<file path="src/hdl/sipq_pkg.sv">
// Shared types and constants for the sorted insert priority queue.
package sipq_pkg;

    // Width of one stored key.
    localparam int unsigned KEY_W = 64;

    // Width of the reported entry count field.
    localparam int unsigned CNT_OUT_W = 5;

    // Operation requested by an input request.
    typedef enum logic [0:0] {
        ACT_PUSH = 1'b0,
        ACT_POP  = 1'b1
    } t_action;

    // Control broadcast to every cell of the chain.
    typedef struct packed {
        logic             push_en;
        logic             pop_en;
        logic [KEY_W-1:0] key;
    } t_cell_ctl;

endpackage

</file>
<file path="src/hdl/sipq_cell.sv">
// One storage cell of the sorted chain: holds one key and shifts with its neighbors.
module sipq_cell
    import sipq_pkg::*;
(
    input  logic             i_clk,
    input  t_cell_ctl        i_ctl,
    input  logic             i_occ,
    input  logic [KEY_W-1:0] i_left_key,
    input  logic             i_left_gt,
    input  logic [KEY_W-1:0] i_right_key,
    output logic [KEY_W-1:0] o_key,
    output logic             o_gt,
    output logic [KEY_W-1:0] o_next_key
);

    logic [KEY_W-1:0] r_key;
    logic [KEY_W-1:0] n_key;

    // A stored key larger than the pushed key has to move one place up.
    assign o_gt = i_occ && (r_key > i_ctl.key);

    // Push: shift in from the left, take the new key at the boundary, or hold.
    // Pop: take the key from the right neighbor.
    always_comb begin
        n_key = r_key;
        if (i_ctl.push_en) begin
            if (i_left_gt) begin
                n_key = i_left_key;
            end else if (o_gt || !i_occ) begin
                n_key = i_ctl.key;
            end
        end else if (i_ctl.pop_en) begin
            n_key = i_right_key;
        end
    end

    always_ff @(posedge i_clk) begin
        r_key <= n_key;
    end

    assign o_key      = r_key;
    assign o_next_key = n_key;

endmodule

</file>
<file path="src/hdl/sorted_insert_priority_queue_unit.sv">
// Top level of the sorted insert priority queue: cell chain, count and result register.
//
// Usage:
//   The slave stream carries one request per transfer: s_axis_tuser selects
//   push (0) or pop (1), s_axis_tdata carries the key for a push. Each request
//   produces exactly one result on the master stream describing the queue
//   after the operation: head key, empty flag, entry count and overflow.
//   A result follows its request in the next cycle. Throughput is one request
//   per cycle when not stalled: every cell compares its key with the pushed key
//   in parallel, so the whole chain shifts in the same clock edge.
//   A push to a full queue leaves the queue unchanged and reports overflow.
//   A pop from an empty queue is ignored.
//   The result sits in an output register; a new request is taken while
//   that register is empty or being drained in the same cycle, so a stalled
//   receiver stalls the request side after one pending result.
//   Synchronous active-low reset empties the queue and drops any pending
//   result; stored keys are not cleared because only occupied cells are read.
module sorted_insert_priority_queue_unit
    import sipq_pkg::*;
#(
    parameter int unsigned DEPTH = 16
)(
    input  logic             i_clk,
    input  logic             i_rst_n,
    input  logic             s_axis_tvalid,
    output logic             s_axis_tready,
    input  logic [KEY_W-1:0] s_axis_tdata,  // [63:0] key
    input  logic             s_axis_tuser,  // [0] action
    output logic             m_axis_tvalid,
    input  logic             m_axis_tready,
    output logic [71:0]      m_axis_tdata   // [63:0] head_key, [64] is_empty,
                                            // [69:65] entry_count, [70] overflow
);

    localparam int unsigned CW = $clog2(DEPTH + 1);

    logic [CW-1:0]         r_count;
    logic [CW-1:0]         n_count;
    logic                  r_out_valid;
    logic [KEY_W-1:0]      r_head;
    logic                  r_empty;
    logic [CNT_OUT_W-1:0]  r_cnt_out;
    logic                  r_ovf;

    logic                  accept;
    logic                  is_full;
    t_action               action;
    t_cell_ctl             ctl;

    logic [KEY_W-1:0]      cell_key  [DEPTH];
    logic [KEY_W-1:0]      cell_next [DEPTH];
    logic                  cell_gt   [DEPTH];
    logic [CW+CNT_OUT_W-1:0] cnt_ext;

    // Request handshake: take a request when the result register can be refilled.
    assign s_axis_tready = !r_out_valid || m_axis_tready;
    assign accept        = s_axis_tvalid && s_axis_tready;
    assign action        = t_action'(s_axis_tuser);
    assign is_full       = (r_count == CW'(DEPTH));

    // Broadcast control to the chain.
    always_comb begin
        ctl.key     = s_axis_tdata;
        ctl.push_en = accept && (action == ACT_PUSH) && !is_full;
        ctl.pop_en  = accept && (action == ACT_POP) && (r_count != '0);
    end

    // The chain of cells, entry 0 holding the smallest key.
    for (genvar g = 0; g < DEPTH; g++) begin : g_cell
        logic [KEY_W-1:0] left_key;
        logic             left_gt;
        logic [KEY_W-1:0] right_key;

        if (g == 0) begin : g_first
            assign left_key = s_axis_tdata;
            assign left_gt  = 1'b0;
        end else begin : g_mid
            assign left_key = cell_key[g-1];
            assign left_gt  = cell_gt[g-1];
        end

        if (g == DEPTH - 1) begin : g_last
            assign right_key = cell_key[g];
        end else begin : g_inner
            assign right_key = cell_key[g+1];
        end

        sipq_cell u_cell (
            .i_clk       (i_clk),
            .i_ctl       (ctl),
            .i_occ       (CW'(g) < r_count),
            .i_left_key  (left_key),
            .i_left_gt   (left_gt),
            .i_right_key (right_key),
            .o_key       (cell_key[g]),
            .o_gt        (cell_gt[g]),
            .o_next_key  (cell_next[g])
        );
    end

    // Occupancy count.
    always_comb begin
        n_count = r_count;
        if (ctl.push_en) begin
            n_count = r_count + CW'(1);
        end else if (ctl.pop_en) begin
            n_count = r_count - CW'(1);
        end
    end

    always_ff @(posedge i_clk) begin
        if (!i_rst_n) begin
            r_count <= '0;
        end else begin
            r_count <= n_count;
        end
    end

    // Result register valid flag.
    always_ff @(posedge i_clk) begin
        if (!i_rst_n) begin
            r_out_valid <= 1'b0;
        end else if (accept) begin
            r_out_valid <= 1'b1;
        end else if (m_axis_tready) begin
            r_out_valid <= 1'b0;
        end
    end

    assign cnt_ext = {{CNT_OUT_W{1'b0}}, n_count};

    // Result payload describes the queue after the operation.
    always_ff @(posedge i_clk) begin
        if (accept) begin
            r_head    <= (n_count == '0) ? '0 : cell_next[0];
            r_empty   <= (n_count == '0);
            r_cnt_out <= cnt_ext[CNT_OUT_W-1:0];
            r_ovf     <= (action == ACT_PUSH) && is_full;
        end
    end

    assign m_axis_tvalid = r_out_valid;
    assign m_axis_tdata  = {1'b0, r_ovf, r_cnt_out, r_empty, r_head};

    // The count never exceeds the number of cells.
    a_count_bound: assert property (@(posedge i_clk) disable iff (!i_rst_n)
        r_count <= CW'(DEPTH))
        else $error("entry count above depth");

    // Overflow is only reported when the queue is full.
    a_ovf_full: assert property (@(posedge i_clk) disable iff (!i_rst_n)
        (r_out_valid && r_ovf) |-> is_full)
        else $error("overflow reported on a queue that is not full");

    // A push to a queue with room grows it by one.
    a_push_grows: assert property (@(posedge i_clk) disable iff (!i_rst_n)
        (accept && (action == ACT_PUSH) && !is_full) |=> (r_count == $past(r_count) + CW'(1)))
        else $error("push did not grow the queue");

    // An empty result carries a zero head key.
    a_empty_head: assert property (@(posedge i_clk) disable iff (!i_rst_n)
        (r_out_valid && r_empty) |-> (r_head == '0))
        else $error("empty result with nonzero head key");

endmodule

</file>
<file path="config.mk">
export PLATFORM = sky130hd
export DESIGN_NAME = sorted_insert_priority_queue_unit
export DESIGN_NICKNAME = d
export VERILOG_FILES = /design/src/hdl/sipq_pkg.sv /design/src/hdl/sipq_cell.sv /design/src/hdl/sorted_insert_priority_queue_unit.sv
export SDC_FILE = /design/constraint.sdc
export NUM_CORES = 2
export LEC_CHECK = 0
export ABC_AREA = 1
export BUFFER_PORTS_ARGS = -buffer_cell sky130_fd_sc_hd__buf_2
export CORE_MARGIN = 2
export CORE_UTILIZATION = 30
export DETAILED_ROUTE_END_ITERATION = 12
export GPL_ROUTABILITY_DRIVEN = 0
export GPL_TIMING_DRIVEN = 0
export PLACE_DENSITY = 0.4
export SYNTH_ARGS = -nofsm -noshare
export SYNTH_HDL_FRONTEND = slang
export SYNTH_SLANG_ARGS = --single-unit
</file>
<file path="constraint.sdc">
create_clock -name i_clk -period 15.9 [get_ports i_clk]
set_input_delay 2.385 -clock i_clk [delete_from_list [all_inputs] [get_ports i_clk]]
set_output_delay 2.385 -clock i_clk [all_outputs]
set_load 0.01 [all_outputs]
</file>
== Word level (Yosys, flattened, before mapping) ==
Cells that the tools add are included.
Word-level totals
  input port bits: 69
  flip-flop bits (word level): 1101
Operators by class
  equality and inequality tests: 15
  $add $sub $neg: 2
  multiplexer cells: 65
  $lt $le $gt $ge: 32
  bitwise gates (word level): 1
  reduce and logical (&&, ||, !) cells: 77
Operators with widths (number)
  two-way mux 64 bit: 61
  > comparator 64 bit: 16
  inequality test 3 x 1 -> 1 bit, second input constant: 14
  less-than comparator 4 x 5 -> 1 bit, first input constant: 8
  AND reduction 2 bit: 15
  logical AND 1 bit: 22
  less-than comparator 3 x 5 -> 1 bit, first input constant: 4
  zero test 1 bit: 18
  logical OR 1 bit: 17
  less-than comparator 1 x 5 -> 1 bit, first input constant: 2
  less-than comparator 2 x 5 -> 1 bit, first input constant: 2
  two-way mux 5 bit: 2
  nonzero test 2 bit: 3
  adder 5 x 1 -> 5 bit, second input constant: 1
  equality test 5 bit, second input constant: 1
  zero test 5 bit: 1
  nonzero test 5 bit: 1
  subtractor 5 x 1 -> 5 bit, second input constant: 1
  two-way mux 1 bit: 2
  inverter 1 bit: 1

== Depth between registers and ports, before layout ==
  word-level depth: 8
  gate-level depth with buffers: 21
  depth with buffers taken out: 20

== Hierarchy ==
A second synthesis with hierarchy kept.
Unflattened totals
  cells, all modules: 17049
  area, all modules: 104458.9 µm²
Modules (own cells, without submodules)
  sipq_cell: area each 6286.0 µm², cells each 1045, instances 16
  sorted_insert_priority_queue_unit: area each 3882.5 µm², cells each 329, instances 1

== Least setup slack after synthesis ==
No wires, ideal clock.
  path type: input -> register
  start: input s_axis_tdata[31]
  end: register g_cell[9].u_cell.r_key[0], enable pin
  arrival: 7996 ps
  cell stages on the path: 14
  slack: 7379 ps
  cells stage by stage: clkinv_1 clkbuf_1 ha_1 nand2_1 nor2_1 nand2_1 nor4_1 nand2_1 nand2_1 nand2_1 nand2_1 buf_1 nand2_1 a31oi_1
On the way
  cells in the longest elaborated chain, start to end: 5
  elaborated cells on any way between the ends: 7
Ends and longest elaborated chain
  start, declared: line sorted_insert_priority_queue_unit.sv:27  | input logic [KEY_W-1:0] s_axis_tdata,
  > comparator 64 bit: line sipq_cell.sv:20  | assign o_gt = i_occ && (r_key > i_ctl.key);
  logical AND 1 bit: line sipq_cell.sv:20
  logical OR 1 bit: line sipq_cell.sv:29  | end else if (o_gt || !i_occ) begin
  inequality test 3 x 1 -> 1 bit (no source line) (*)
  AND reduction 2 bit (no source line) (*)
  end signal, assigned: line sipq_cell.sv:38  | r_key <= n_key;
  end, declared: line sipq_cell.sv:16  | logic [KEY_W-1:0] r_key;
Every way passes the cells marked *; elsewhere a longest branch is shown, timed or not.
A chain may end at the register's enable or synchronous reset.

== Final worst setup path ==
  start: input s_axis_tdata[63]
  end: register g_cell[13].u_cell.r_key[6], enable pin
On the way
  cells in the longest elaborated chain, start to end: 5
  elaborated cells on any way between the ends: 7
Ends and longest elaborated chain (line)
  > comparator 64 bit: sipq_cell.sv:20
  logical AND 1 bit: sipq_cell.sv:20
  logical OR 1 bit: sipq_cell.sv:29
  inequality test 3 x 1 -> 1 bit (no source line) (*)
  AND reduction 2 bit (no source line) (*)
  end signal, assigned: sipq_cell.sv:38
  end, declared: sipq_cell.sv:16
Marked as above.

==> flow_metrics.env <==
export IMPL_grt_pass1_vias=75750
export IMPL_grt_overflow_total=0
export IMPL_synthesis_area_sq_mm=0.08440
export IMPL_clock_latency_ns=0.86
export IMPL_root_buffer="clkbuf_16"
export IMPL_cts_resized=0
export IMPL_slew_headroom_pct=-0.5228
export IMPL_maxCapViolCount=1
export IMPL_synthArstFlopShare_pct=0
export IMPL_postCtsSetupRepairBufs=0
export IMPL_via_per_inst=4.988
export IMPL_antenna_found_initial=10
export IMPL_cp_max_fo=25
export IMPL_fin_tns_setup_ns=0
export IMPL_synth_edff_count=1031
export IMPL_drt_wirelength_per_cell_um=21.84
export IMPL_timing_fmax_mhz=142.8
export IMPL_cp_arrival_ns=7.57
export IMPL_synth_common_cells="nand2_1, inv_1, nand3_1"
export IMPL_p_leak_nw=44.26
export IMPL_rsz0062_at_grt="no"
export IMPL_power_mw=10.06
export IMPL_violations="capacitance limit, slew limit"
export IMPL_vias=75550
export IMPL_drc=0
export IMPL_grt_pass1_wl_um=487700
export IMPL_cts_sinks=1101
export IMPL_fin_util_pct=34.00
export IMPL_avgSynthCellArea_sq_um=7.674
export IMPL_die_w_um=534.4
export IMPL_startpoint_type="input port"
export IMPL_fin_crit_sh_pct=44.04
export IMPL_ios=143
export IMPL_tightest_slew_ns=1.508
export IMPL_topRoutingLayerUsed="met4"
export IMPL_detail_route_first_pass_iterations=6
export IMPL_syn_num_nets=12090
export IMPL_drive_gt1_share_pct=5.648
export IMPL_yosysTopAreaCell="edfxtp_1"
export IMPL_synth_seq_cells=1101
export IMPL_die_h_um=534.4
export IMPL_met2_length_um=153100
export IMPL_yosysWarnings=0
export IMPL_finalHoldViolCount=0
export IMPL_synth_top_family_by_area="simple AND/OR/NAND/NOR gates"
export IMPL_core_sq_mm=0.2796
export IMPL_start_util_pct=30.18
export IMPL_dieArea_sq_mm=0.2856
export IMPL_synthFlopType="edfxtp_1"
export IMPL_yosysMostFrequentCell="nand2_1"
export IMPL_dpl_cell_count=14890
export IMPL_hold_buffers=0
export IMPL_cts_buffer_depth=4
export IMPL_grt_max_degree=66
export IMPL_path_class="in2reg"
export IMPL_placed_area_sq_mm=0.09045
export IMPL_period_minus_slack_ns=7.002
export IMPL_htree_levels=4
export IMPL_netlist_instances=11000
export IMPL_num_rows=194
export IMPL_drt_initial_drc_count=5109
export IMPL_final_net_count=12420
export IMPL_track_usage_pct=22.55
export IMPL_numPortBuffers=141
export IMPL_setup_viol=0
export IMPL_yosys_top_cells_area="edfxtp_1, nand2_1, ha_1"
export IMPL_crit_required_ns=16.47
export IMPL_synth_seq_area_share_pct=38.34
export IMPL_muxShareOfSynthArea_pct=0
export IMPL_areaGrowthSynthToFinish_pct=12.65
export IMPL_synthDistinctLibCells=41
export IMPL_cts_tree="yes"
export IMPL_power_density_mw_per_mm2=105.8
export IMPL_path_clk_slew_ns=0.05
export IMPL_synth_fa_ha_area_share_pct=15.23
export IMPL_drt_antenna_violating_nets=0
export IMPL_synth_top_area_share_pct=36.68
export IMPL_synth_xor_area_share_pct=0.04003
export IMPL_m1WireLength_um=151300
export IMPL_fin_area_sq_mm=0.09507
export IMPL_cts_buffers=157
export IMPL_cp_end_kind="flip-flop"
export IMPL_report_final_slew_viol_count=10
export IMPL_skew_ns=0.05258
export IMPL_ir_drop_mv=0.07744
export IMPL_routed_wl_um=330900
export IMPL_synth_compound_area_share_pct=7.297
export IMPL_synth_simple_gate_area_share_pct=30.55
export IMPL_met3_length_um=11890
export IMPL_hp_class="reg2reg"
export IMPL_stdcell_count=15150
export IMPL_status="finished, violations left"
export IMPL_dp_hpwl_um=277900
==> power by group <==
part	leakage (nW)	switching, mW	total [mW]	internal, mW
clock	2.26	1.42	3.35	1.93
sequential	10.4	0.337	4.01	3.68
combinational	31.6	1.85	2.70	0.849
==> per-stage QoR <==
step | hold slack, ns | setup WS (ns)
after floorplan | 0.5109 | 7.379
after global placement | 0.4959 | 2.136
after detailed placement | 0.5063 | 7.943
after CTS | 0.5153 | 8.854
after global routing | 0.5613 | 8.715
final | 0.5101 | 8.898
==> area by class of cell <==
cell class / count / area [sq um]
Antenna cell: 5 / 12.51
Buffer: 711 / 3028
Clock buffer: 212 / 4318
Clock inverter: 44 / 289.0
Fill cell: 30240 / 184600
Inverter: 1134 / 4272
Multi-Input combinational cell: 8052 / 44950
Sequential cell: 1101 / 32360
Tap cell: 3724 / 4659
Timing Repair Buffer: 165 / 1181
==> registers in the layout, summed over array words and instances (netlist names) <==
signal / flops
g_cell.u_cell.o_key: 1024
r_count: 5
r_empty: 1
r_head: 64
m_axis_tvalid: 1
r_cnt_out: 5
r_ovf: 1
==> worst max-delay path, cell delays in order <==
cell      delay, ns
buf_2          0.18
clkinv_1       0.53
clkbuf_2       0.68
ha_1           0.56
nand4_1        0.13
nor3_1         0.30
nand2_1        0.12
nor2_1         0.63
nand4_1        0.26
nand3_1        0.17
buf_2          0.33
clkbuf_1       0.46
a31oi_4        0.41
buf_12         0.30
==> metal layers <==
layer	vias to the layer above	track usage (%)
met4	0	8.828
met5	-	0
met2	1637	37.94
li1	38560	-
met1	34900	29.79
met3	454	2.026
==> layout by cell type (no fill, tap or decap), drive strengths merged, types with 26 or more instances in the layout <==
master / count
o21ai: 382
a21oi: 749
nor3: 38
buf: 461
clkinv: 101
nand4: 958
dfxtp: 70
inv: 1073
ha: 1027
nor2: 241
edfxtp: 1031
nand2: 3494
nand3: 1050
clkbuf: 627
o211ai: 26
==> worst paths after layout <==
kind	startpoint	endpoint	slack [ns]	cells after the start
hold reg to reg	m_axis_tvalid$_SDFFE_PN0P_	m_axis_tvalid$_SDFFE_PN0P_	0.51	2
setup reg to reg	r_count[0]$_SDFF_PN0_	g_cell[1].u_cell.o_key[6]$_DFFE_PP_	11.07	13
hold / removal	m_axis_tvalid$_SDFFE_PN0P_	m_axis_tvalid$_SDFFE_PN0P_	0.51	2
setup / recovery	s_axis_tdata[63]	g_cell[13].u_cell.o_key[6]$_DFFE_PP_	8.90	14
==> kinds of logic (layout without fill, tap and decap cells) <==
family,after synthesis,in the layout
xor gates and xnor gates,3,3
AOI/OAI and AO/OA,1197,1197
DFF,1101,1101
buffers and inverters,1845,2266
adders and majority gates,1027,1027
other,1,6
and+or+nand+nor,5824,5824
(Power assumes the default switching activity.)
